### config.mk
export PLATFORM = sky130hd
export DESIGN_NAME = prp_queue
export DESIGN_NICKNAME = d
export VERILOG_FILES = /design/src/rtl/prp_pkg.sv /design/src/rtl/prp_queue.sv
export SDC_FILE = /design/constraint.sdc
export NUM_CORES = 1
export LEC_CHECK = 0
export BUFFER_PORTS_ARGS = -buffer_cell sky130_fd_sc_hd__buf_2
export CAP_MARGIN = 0
export CORE_MARGIN = 8
export CORE_UTILIZATION = 24
export DETAILED_ROUTE_END_ITERATION = 8
export GPL_ROUTABILITY_DRIVEN = 1
export PLACE_DENSITY = 0.47
export SLEW_MARGIN = 0
export SYNTH_ARGS = -nofsm -noshare
export SYNTH_HDL_FRONTEND = slang
export SYNTH_SLANG_ARGS = --single-unit
### constraint.sdc
create_clock -name clk_i -period 18.2 [get_ports clk_i]
set_clock_uncertainty 0.2 [all_clocks]
set_input_delay 4.55 -clock clk_i [delete_from_list [all_inputs] [get_ports clk_i]]
set_output_delay 4.55 -clock clk_i [all_outputs]
set_load 0.03 [all_outputs]
### src/rtl/prp_pkg.sv
// Package for the polyline equidistant resampler: widths, cap and the
// segment job record passed from the front end to the sample generator.
// No dependencies.
package prp_pkg;

  localparam int CoordW = 32;            // coordinate width, Q16.16
  localparam int DistW  = CoordW + 1;    // coordinate difference magnitude / length
  localparam int SqW    = 2 * DistW;     // sum of squares
  localparam int NumW   = SqW + 1;       // interpolation numerator
  localparam int SegCap = 62;            // samples per segment at most
  localparam int CntW   = 6;             // holds SegCap
  localparam int ItW    = 6;             // iteration counter, holds DistW-1

  typedef struct packed {
    logic signed [CoordW-1:0] base_x;
    logic signed [CoordW-1:0] base_y;
    logic [DistW-1:0]         mag_x;
    logic [DistW-1:0]         mag_y;
    logic                     neg_x;
    logic                     neg_y;
    logic [DistW-1:0]         len;
    logic [CoordW-1:0]        r;
    logic [CoordW-1:0]        sp;
    logic [CntW-1:0]          count;
    logic                     tr;
    logic                     tail;
    logic signed [CoordW-1:0] tail_x;
    logic signed [CoordW-1:0] tail_y;
  } job_t;

endpackage

### src/rtl/prp_queue.sv
// Two-entry job queue between front end and sample generator.
// Depends on prp_pkg.
module prp_queue import prp_pkg::*; (
  input  logic clk_i,
  input  logic rst_ni,
  input  job_t push_i,
  input  logic push_valid_i,
  output logic push_ready_o,
  output job_t pop_o,
  output logic pop_valid_o,
  input  logic pop_ready_i
);

  job_t       mem_q [2];
  logic       wr_q, rd_q;
  logic [1:0] fill_q;
  logic       do_push, do_pop;

  assign push_ready_o = (fill_q != 2'd2);
  assign pop_valid_o  = (fill_q != 2'd0);
  assign pop_o        = mem_q[rd_q];
  assign do_push      = push_valid_i && push_ready_o;
  assign do_pop       = pop_valid_o && pop_ready_i;

  // storage, no reset needed
  always_ff @(posedge clk_i) begin
    if (do_push) mem_q[wr_q] <= push_i;
  end

  // pointers and fill level
  always_ff @(posedge clk_i or negedge rst_ni) begin
    if (!rst_ni) begin
      wr_q   <= 1'b0;
      rd_q   <= 1'b0;
      fill_q <= 2'd0;
    end else begin
      if (do_push) wr_q <= ~wr_q;
      if (do_pop)  rd_q <= ~rd_q;
      fill_q <= fill_q + {1'b0, do_push} - {1'b0, do_pop};
    end
  end

endmodule

==> out/metrics.sh, run 1 <==
COREAREA_SQ_MM=0.09642
PLACE_WS_PS=10210
R2R.WORST_PATH.CELLS=4
FIRST_GLOBAL_VIAS=12770
CLOCK_TREE.ROOT_CELL='sky130_fd_sc_hd__clkbuf_16'
FINALCRITICALPERIOD_PS=8558
LEAKAGEPOWER_nW=11.61
DETAILEDPLACEMENTHPWL_MM=39.91
TIMING.REG2REG.SETUP_SLACK_PS=14390
CTS.REPORTEDPATHS.CLKPINSLEW_PS=50
LAYOUT-AREA-OVERHEAD-VS-SYNTH_PCT=27.91
BOUNDARY_PIN_COUNT=608
POST_SYNTHESIS_CELL_TYPE_COUNT=17
GLOBAL_ROUTE.USAGE.TOTAL_PCT=10.30
NUMBER_OF_FLIP_FLOPS_AND_LATCHES_IN_THE_SYNTHESIZED_NETLIST=606
START_UTIL_PCT=24.14
PLACE.PORT_BUFFERS=607
CRITICAL_PATH_CLASS='reg -> out'
WORSTHOLDPATHTYPE='reg -> reg'
POSTSYNTHCELLCOUNT=954
DRTANTENNAVIOLNETS=0
SYNTH_TOP_AREA_SHARE_PCT=77.66
SYNTH_WARN=0
ANTENNA_FOUND_INITIAL=17
HOLD_START='fill_q[0]'
AVGROUTEDWIREPERCELL_UM=19.60
FLOORPLAN.ROWS=114
MAX-CLOCK-PATH-BUFFERS=3
ROUTED-WL-MET2_MM=28.89
MAPPEDNETLISTNETS=1261
GRT_OVERFLOW_TOTAL=0
DRT_FIRST_ITER_VIOLATIONS=532
TIGHTEST_SLEW_PS=1078
CRITPATHREQUIREDTIME_PS=13450
AVGVIACOUNTPERCELL=3.852
SETUP-TNS-FINAL_PS=0
TIMING.RR.START='fill_q[1]'
WL_MET1_MM=20.89
POST_CTS_HOLD_BUFFERS=0
TIMING.FMAX_MHz=116.8
GRT_MAX_DEGREE=169
MIN_PERIOD_OVER_PERIOD_PCT=47.02
REPORT.FINAL.HOLD_VIOL_COUNT=0
DIE-WIDTH_UM=327.4
WIRE_LENGTH_REPORTED_BY_THE_DETAILED_ROUTER_MM=57.76
FP.DIEAREA_SQ_MM=0.1072
TIMING.FINAL.SETUP_VIOLATIONS=0
FINAL.SETUP.WORST_SLACK_PS=9642
CRIT_PATH_END_KIND='output pin'
SYNTH.YOSYS.SEQ_AREA_SHARE_PCT=78.09
POST_CTS_SETUP_DRIVEN_BUFFER_INSERTION_COUNT=0
SYN_AVG_CELL_AREA_SQ_UM=24.40
WORSTSKEWPAIRLATENCY_PS=600
YS_TOP_CELLS_BY_AREA='sky130_fd_sc_hd__edfxtp_1 78%, sky130_fd_sc_hd__mux2_4 18%, sky130_fd_sc_hd__buf_12 1.9%'
TIMING.HOLD.WORST_ENDPOINT='fill_q[0]'
WORST_IR_DROP_VDD_uV=134.8
DETAILROUTE.WIRELENGTH.MET3_MM=6.375
DRT_PASS1_ITERATIONS=4
MAXSLEWVIOLCOUNT=0
RSZ0062_AT_GRT='false'
CTS.SINK_COUNT=606
MAX_CAP_VIOLATIONS=0
GPL.FINAL_WEIGHTED_CONGESTION=0.7246
CTS_MAX_LEVEL=3
WORSTSETUPSTARTPOINTTYPE='flip-flop'
ROUTE.TOP_LAYER_USED='met5'
NUMCTSBUFFERS=70
REG2REG_END='mem_q[1][149]'
STATUS='completed'
CTS_TREE='yes'
TIMING.CRITICAL_PATH.ARRIVAL_PS=3810
WHS_PATH_DEPTH=1
DRC_ERRORS=0
MAX-SLEW-MARGIN-REL_PCT=28.14
GRT_PASS1_WL_MM=83.21
POST_SYNTH_INSTANCE_AREA_SQ_MM=0.02328
DRIVE_ABOVE_1_SHARE_PCT=61.06
CTS-RESIZED-GATES=0
DIE_HEIGHT_UM=327.4
POWER_DENSITY_mW_PER_MM2=181.7
CRITICAL_PATH.MAX_FANOUT=110
YOSYSTOPAREACELL='sky130_fd_sc_hd__edfxtp_1'
NUM-NETS-FINAL=1916
VIAS=11350
-- synth_stat cells (all sizes together) --
master	count
nand2	1
and3	1
inv	1
mux2	301
and2	1
dfrtp	4
edfxtp	602
xnor2	3
nor2	1
xor2	1
ha	2
buf	34
nand2b	1
or2	1
-- metal layers --
layer	up-vias	GRT usage, %
li1	5149	-
met1	5623	10.62
met2	470	17.97
met3	96	5.185
met4	14	3.637
met5	-	0
-- area by class of cell --
cell class	instances	area, sq um
Inverter	1	3.754
Antenna cell	7	17.52
Timing Repair Buffer	617	3151
Fill cell	9537	66650
Clock inverter	34	335.3
Sequential cell	606	18180
Tap cell	1276	1597
Clock buffer	93	1944
Multi-Input combinational cell	313	4546
-- registers in the layout (all words and copies together), names as in the netlist --
name / cells
fill_q: 2
mem_q: 602
rd_q: 1
wr_q: 1
-- power breakdown --
part	leakage [nW]	switching (W)	internal [W]
sequential	5.64	0.0000945	0.00191
combinational	4.87	0.00127	0.000753
clock	1.10	0.000542	0.000837
-- kinds of logic after synthesis --
logic type	Yosys count	synth area share, %
buffers and inverters	35	2.435
adders and majority gates	2	0.1075
DFF	606	78.09
and+or+nand+nor	6	0.1398
xor gates and xnor gates	4	0.1505
muxes	301	19.08
-- cells in the final DEF (no fill, tap or decap), drive strengths merged --
cell type and n:
buf 617, edfxtp 602, mux2 301, clkbuf 93
clkinv 24, diode 7, bufinv 6, dfrtp 4
xnor2 3, clkinvlp 3, ha 2, inv 2
or2 1, and2 1, nand2b 1, nand2 1
and3 1, nor2 1, xor2 1
-- through the flow --
step | utilization [%] | hold slack (ps) | instances | area, sq um | power [W]
after floorplan | - | 278.8 | 954 | 23280 | 0.003713
after global placement | 28.50 | 300.8 | 2813 | 27480 | 0.004094
after detailed placement | 28.50 | 310.6 | 2813 | 27480 | 0.004108
after CTS | 30.86 | 325.5 | 2940 | 29760 | 0.005520
after global routing | 30.87 | 347.1 | 2943 | 29760 | 0.005660
final | 30.88 | 318.7 | 2947 | 29770 | 0.005409
-- worst max path at each step --
stage,end,cells past startpoint,startpoint
4_1_cts,pop_o[0],4,rd_q
3_5_place_dp,mem_q[1][149],4,push_valid_i
5_1_grt,pop_o[0],4,rd_q
2_1_floorplan,mem_q[0][0],2,push_valid_i
3_3_place_gp,mem_q[1][128],4,push_valid_i
6_report,pop_o[0],4,rd_q
-- critical path: stages (launching register included) --
cell and delay [ps]:
sky130_fd_sc_hd__dfrtp_4 890, sky130_fd_sc_hd__buf_4 770, sky130_fd_sc_hd__buf_12 570, sky130_fd_sc_hd__mux2_2 420, sky130_fd_sc_hd__buf_2 180
Power figures use the tool's default switching activity.
==> run 2: changes to the inputs <==
- clock period: 18.2 -> 8.7 ns (I/O delays scaled with it)
==> out/metrics.sh, run 2 (synthesis gave the netlist of run 1 again) <==
FINISH.CELL_COUNT_WITHOUT_FILLERS=2946
DRTANTENNAVIOLNETS=0
MAXSLEWVIOLCOUNT=0
MIN_PERIOD_OVER_PERIOD_PCT=60.98
FINALCRITICALPERIOD_PS=5305
RSZ0062_AT_GRT='false'
INST_COUNT_DP=2815
CRIT_PATH_END_KIND='output pin'
FINAL.SETUP.WORST_SLACK_PS=3395
VIAS=11250
DIE_HEIGHT_UM=327.4
CRITICAL_PATH.MAX_FANOUT=115
FIRST_GLOBAL_VIAS=12570
POST_CTS_SETUP_DRIVEN_BUFFER_INSERTION_COUNT=0
WORST_IR_DROP_VDD_uV=211.7
GR-USAGE-MET2_PCT=17.26
TIMING.FMAX_MHz=188.5
WORSTSKEWPAIRLATENCY_PS=600
TIMING.FINAL.SETUP_VIOLATIONS=0
MAX_REG_FLOPS=602
DRT_PASS1_ITERATIONS=4
CTS.REPORTEDPATHS.CLKPINSLEW_PS=60
NUMCTSBUFFERS=71
START_UTIL_PCT=24.14
MAX-CLOCK-PATH-BUFFERS=3
MAX_CAP_VIOLATIONS=0
CTS.SINK_COUNT=606
SETUP-TNS-FINAL_PS=0
FLOORPLAN.ROWS=114
GRT_BUSIEST_LAYER='met2'
REPORT.FINAL.HOLD_VIOL_COUNT=0
CRITPATHREQUIREDTIME_PS=6330
FINAL_TOTAL_PWR_W=0.01128
GRT.MET1_USAGE_PCT=10.31
ANTENNA_FOUND_INITIAL=24
LAYOUT_TOP_REGISTERS='mem_q: 602 flops, fill_q: 2 flops'
GRT_OVERFLOW_TOTAL=0
CTS_TREE='yes'
CRITPATHMAXSTAGEDELAY_PS=780
COREAREA_SQ_MM=0.09642
LAYOUT-AREA-OVERHEAD-VS-SYNTH_PCT=27.85
MET3_GRT_UTIL_PCT=6.023
TIGHTEST_SLEW_PS=1166
PLACE.PORT_BUFFERS=607
LAYOUT_COMMONEST_CELL='sky130_fd_sc_hd__buf_2'
DIE-WIDTH_UM=327.4
POWER_DENSITY_mW_PER_MM2=379.1
NUM-NETS-FINAL=1919
DETAILEDPLACEMENTHPWL_MM=39.60
DRC_ERRORS=0
LEAKAGEPOWER_nW=11.63
TIMING.CRITICAL_PATH.CELLS='buf_12, mux2_2, buf_2'
MAX-SLEW-MARGIN-REL_PCT=22.26
GRT_PASS1_WL_MM=81.17
AVGROUTEDWIREPERCELL_UM=19.23
FP.DIEAREA_SQ_MM=0.1072
TIMING.REG2REG.SETUP_SLACK_PS=5810
GLOBAL_ROUTE.USAGE.TOTAL_PCT=10.09
MOSTFREQUENTLAYOUTCELLS='607 x sky130_fd_sc_hd__buf_2, 602 x sky130_fd_sc_hd__edfxtp_1, 280 x sky130_fd_sc_hd__mux2_4, 74 x sky130_fd_sc_hd__clkbuf_16, 21 x sky130_fd_sc_hd__mux2_2'
WORSTHOLDPATHTYPE='reg -> reg'
TIMING.CRITICAL_PATH.ARRIVAL_PS=2930
CLOCK_TREE.ROOT_CELL='sky130_fd_sc_hd__clkbuf_16'
CRITICAL_PATH_CLASS='reg -> out'
DRT_FIRST_ITER_VIOLATIONS=512
CTS-RESIZED-GATES=0
POST_CTS_HOLD_BUFFERS=0
PLACE_WS_PS=3913
CRITICAL_PATH.N_BUFFERS_INVERTERS=2
WORST_PATH_MAX_DELAY_CELL='sky130_fd_sc_hd__dfrtp_4'
STATUS='completed'
WIRE_LENGTH_REPORTED_BY_THE_DETAILED_ROUTER_MM=56.66
WORSTSETUPSTARTPOINTTYPE='flip-flop'
UTILIZATION_PCT=30.87
GRT_MAX_DEGREE=129
CTS_MAX_LEVEL=3
GPL.FINAL_WEIGHTED_CONGESTION=0.7180
DRIVE_ABOVE_1_SHARE_PCT=61.44
CRITICAL_PATH.TOP_DELAY_FAMILY='flip-flops'
BOUNDARY_PIN_COUNT=608
REGISTER_CONTAINING_THE_MOST_FLIP_FLOPS_IN_THE_FINAL_LAYOUT='mem_q'
AVGVIACOUNTPERCELL=3.820
## run 2: cell count changes in the layout (fill, tap and decap cells not counted), sizes merged
cell      previous run  this run
diode                7         5
clkbuf              93        87
clkinvlp             3         0
buf                617       619
clkinv              24        28
inv                  2         7
bufinv               6         5
## run 2: worst paths after layout
path | start | to | cells after the start
worst max register to register | fill_q[0] | mem_q[0][83] | 5
max in group asynchronous | rst_ni | rd_q | 1
worst min-delay path | fill_q[0] | fill_q[0] | 1
worst min register to register | fill_q[0] | fill_q[0] | 1
worst max-delay path | rd_q | pop_o[0] | 3
min in group asynchronous | rst_ni | fill_q[1] | 1
## run 2: cell type report
class / instances / area (sq um)
Antenna cell: 5 / 12.51
Clock buffer: 87 / 1901
Clock inverter: 39 / 342.8
Fill cell: 9591 / 66660
Inverter: 1 / 3.754
Multi-Input combinational cell: 313 / 4546
Sequential cell: 606 / 18180
Tap cell: 1276 / 1597
Timing Repair Buffer: 619 / 3178
## run 2: stage by stage
| stage | area, sq um | hold WS [ps] |
|---|---|---|
| 2_1_floorplan | 23290 | 283.4 |
| 5_1_grt | 29750 | 369.7 |
| 4_1_cts | 29750 | 360.0 |
| 6_report | 29760 | 353.0 |
| 3_5_place_dp | 27510 | 349.0 |
| 3_3_place_gp | 27510 | 298.4 |
## run 2: metal layers
metal,vias to the layer above,share of wire [%]
met5,-,0.26
met4,24,2.3
met3,109,12
met2,451,49
met1,5524,36
li1,5146,-
## run 2: power breakdown
part	total (W)	internal [W]	switching, W
clock network	0.00285	0.00170	0.00114
logic	0.00426	0.00158	0.00267
registers	0.00418	0.00400	0.000178
==> run 3: changes to the inputs <==
- ABC_AREA: not set -> 1
- clock period: 8.7 -> 5.1 ns (I/O delays scaled with it)
==> out/metrics.sh, run 3 <==
GLOBAL_ROUTE.USAGE.TOTAL_PCT=11.56
SETUP-TNS-FINAL_PS=0
COREAREA_SQ_MM=0.09180
CRITICAL_PATH.MAX_FANOUT=99
DRT_FIRST_ITER_VIOLATIONS=817
TIMING.CRITICAL_PATH.CELLS='inv_8, buf_12, nand2_1, nand2_1, buf_2'
WORSTSETUPSTARTPOINTTYPE='flip-flop'
TIMING.CRITICAL_PATH.ARRIVAL_PS=2550
ANTENNA_FOUND_INITIAL=23
FINALCRITICALPERIOD_PS=4027
POSTSYNTHCELLCOUNT=1604
NUM-NETS-FINAL=2543
TIMING.RR.START='fill_q[0]'
CRIT_PATH_END_KIND='output pin'
R2R.WORST_PATH.CELLS=6
SYNTH.YOSYS.SEQ_AREA_SHARE_PCT=81.75
MAXSLEWVIOLCOUNT=0
WORSTSKEWPAIRLATENCY_PS=590
PLACE.PORT_BUFFERS=607
WORST_PATH_MAX_DELAY_CELL='sky130_fd_sc_hd__dfrtp_4'
YS_TOP_CELLS_BY_COUNT='916 x sky130_fd_sc_hd__nand2_1, 602 x sky130_fd_sc_hd__edfxtp_1, 32 x sky130_fd_sc_hd__buf_2, 31 x sky130_fd_sc_hd__buf_6, 8 x sky130_fd_sc_hd__inv_1'
DRC_ERRORS=0
STATUS='completed'
SYN_AVG_CELL_AREA_SQ_UM=13.86
CTS.REPORTEDPATHS.CLKPINSLEW_PS=50
FIN_AREA_SQ_MM=0.02886
DRIVE_ABOVE_1_SHARE_PCT=32.21
MAPPEDNETLISTNETS=1911
FP.DIEAREA_SQ_MM=0.1026
INST_COUNT_DP=3408
DRT_PASS1_ITERATIONS=5
SYNTH_MOST_COMMON_CELL='sky130_fd_sc_hd__nand2_1'
TIMING.CRITICAL_PATH.MODE_CELL='sky130_fd_sc_hd__nand2_1'
DIE_HEIGHT_UM=320.4
GRT_PASS1_WL_MM=90.72
AVGVIACOUNTPERCELL=3.946
REGISTER_CONTAINING_THE_MOST_FLIP_FLOPS_IN_THE_FINAL_LAYOUT='mem_q'
CRITICAL_PATH_CLASS='reg -> out'
MIN_PERIOD_OVER_PERIOD_PCT=78.96
LAYOUT_TOP_REGISTERS='mem_q: 602 flops, fill_q: 2 flops'
POWER_DENSITY_mW_PER_MM2=664.8
WORSTHOLDPATHTYPE='in -> async'
CRITPATHREQUIREDTIME_PS=3620
DETAILEDPLACEMENTHPWL_MM=42.59
FLOORPLAN.ROWS=111
LAYOUT-AREA-OVERHEAD-VS-SYNTH_PCT=29.77
CRITICAL_PATH.TOP_DELAY_FAMILY='buffers and inverters'
DIE-WIDTH_UM=320.4
SYNTHARSTFLOPSHARE_PCT=0.6601
RSZ0062_AT_GRT='false'
TIMING.REG2REG.SETUP_SLACK_PS=2560
GPL.FINAL_WEIGHTED_CONGESTION=0.7924
CRITPATHMAXSTAGEDELAY_PS=540
MAX_REG_FLOPS=602
WORST_IR_DROP_VDD_uV=518.8
DRTANTENNAVIOLNETS=0
MAX_CAP_VIOLATIONS=0
FIRST_GLOBAL_VIAS=14240
SYNTH_WARN=0
VIAS=13990
LEAKAGEPOWER_nW=12.09
LAYOUT_COMMONEST_CELL='sky130_fd_sc_hd__nand2_1'
YS_TOP_CELLS_BY_AREA='sky130_fd_sc_hd__edfxtp_1 81%, sky130_fd_sc_hd__nand2_1 15%, sky130_fd_sc_hd__buf_6 1.6%'
YOSYSTOPAREACELL='sky130_fd_sc_hd__edfxtp_1'
GRT_MAX_DEGREE=154
GRT_OVERFLOW_TOTAL=0
POST_DP_CELL_AREA_SQ_MM=0.02662
CTS_TREE='yes'
CTS_MAX_LEVEL=3
NUMBER_OF_FLIP_FLOPS_AND_LATCHES_IN_THE_SYNTHESIZED_NETLIST=606
MAX-CLOCK-PATH-BUFFERS=3
CTS.SINK_COUNT=606
START_UTIL_PCT=24.22
FINAL_TOTAL_PWR_W=0.01918
SYNTH_TOP_AREA_SHARE_PCT=81.30
NUMCTSBUFFERS=69
POST_CTS_SETUP_DRIVEN_BUFFER_INSERTION_COUNT=0
POST_CTS_HOLD_BUFFERS=0
TIMING.FINAL.SETUP_VIOLATIONS=0
POST_SYNTHESIS_CELL_TYPE_COUNT=11
REG2REG_END='mem_q[1][81]'
REPORT.FINAL.HOLD_VIOL_COUNT=0
POST_SYNTH_INSTANCE_AREA_SQ_MM=0.02224
FINISH.CELL_COUNT_WITHOUT_FILLERS=3544
CTS-RESIZED-GATES=0
WIRE_LENGTH_REPORTED_BY_THE_DETAILED_ROUTER_MM=62.49
TIMING.FMAX_MHz=248.3
MAX-SLEW-MARGIN-REL_PCT=28.01
MOSTFREQUENTLAYOUTCELLS='915 x sky130_fd_sc_hd__nand2_1, 607 x sky130_fd_sc_hd__buf_2, 602 x sky130_fd_sc_hd__edfxtp_1, 72 x sky130_fd_sc_hd__clkbuf_16, 19 x sky130_fd_sc_hd__clkinv_2'
CLOCK_TREE.ROOT_CELL='sky130_fd_sc_hd__clkbuf_16'
BOUNDARY_PIN_COUNT=608
DOMINANTREGCELLSYNTH='sky130_fd_sc_hd__edfxtp_1'
AVGROUTEDWIREPERCELL_UM=17.63
TIGHTEST_SLEW_PS=1080
UTILIZATION_PCT=31.43
CRITICAL_PATH.N_BUFFERS_INVERTERS=3
NUMBER_OF_SYNTHESIZED_FLOPS_WITH_AN_ENABLE_PIN=602
## run 3: cell types whose count changed after synthesis, sizes merged, moves of 3 or more
cell   before  now
mux2      301    0
nand3       0    3
inv         1    9
xnor2       3    0
nand2       1  916
buf        34   67
## run 3: final cells by class
| cell class | instances | area (sq um) |
|---|---|---|
| clock buffers | 85 | 1861 |
| flip-flops and latches | 606 | 18180 |
| fillers | 9267 | 62950 |
| inverters | 9 | 45.04 |
| diodes | 10 | 25.02 |
| repair buffers | 628 | 3321 |
| well taps | 1243 | 1555 |
| multi-input cells | 922 | 3518 |
| clock inverters | 41 | 349.1 |
## run 3: power by group
part           internal [W]  leakage (nW)  switching (W)  total [W]
clock               0.00286          1.09        0.00196    0.00481
sequential          0.00679          5.65       0.000237    0.00703
combinational       0.00165          5.34        0.00569    0.00734
total                0.0113          12.1        0.00788     0.0192
## run 3: how the worst max path moves through the flow
stage | startpoint | endpoint | slack, ps | cells after the start
global placement | push_valid_i | mem_q[0][283] | 1670 | 5
detailed placement | push_valid_i | mem_q[0][283] | 1630 | 5
finish | rd_q | pop_o[49] | 1070 | 5
CTS | rd_q | pop_o[70] | 970 | 5
floorplan | push_valid_i | mem_q[1][0] | -1340 | 2
global route | rd_q | pop_o[63] | 880 | 5
## run 3: cells by family after synthesis
kind of cell,Yosys count,synth area share [%]
simple gates,920,15.55
flops,606,81.75
buf+inv,76,2.588
fa+ha+maj,2,0.1125
## run 3: metrics by stage
step	setup slack (ps)	hold WS, ps
global route	876.5	236.0
detailed placement	1635	266.8
CTS	968.3	222.9
floorplan	-1343	241.9
global placement	1669	259.2
finish	1073	275.9
## run 3: routing by layer
metal  track usage, %  part of all wire, %
met3            4.401                  8.4
met5                0                 0.20
met2            19.91                   50
met4            3.788                  2.4
met1            13.18                   39
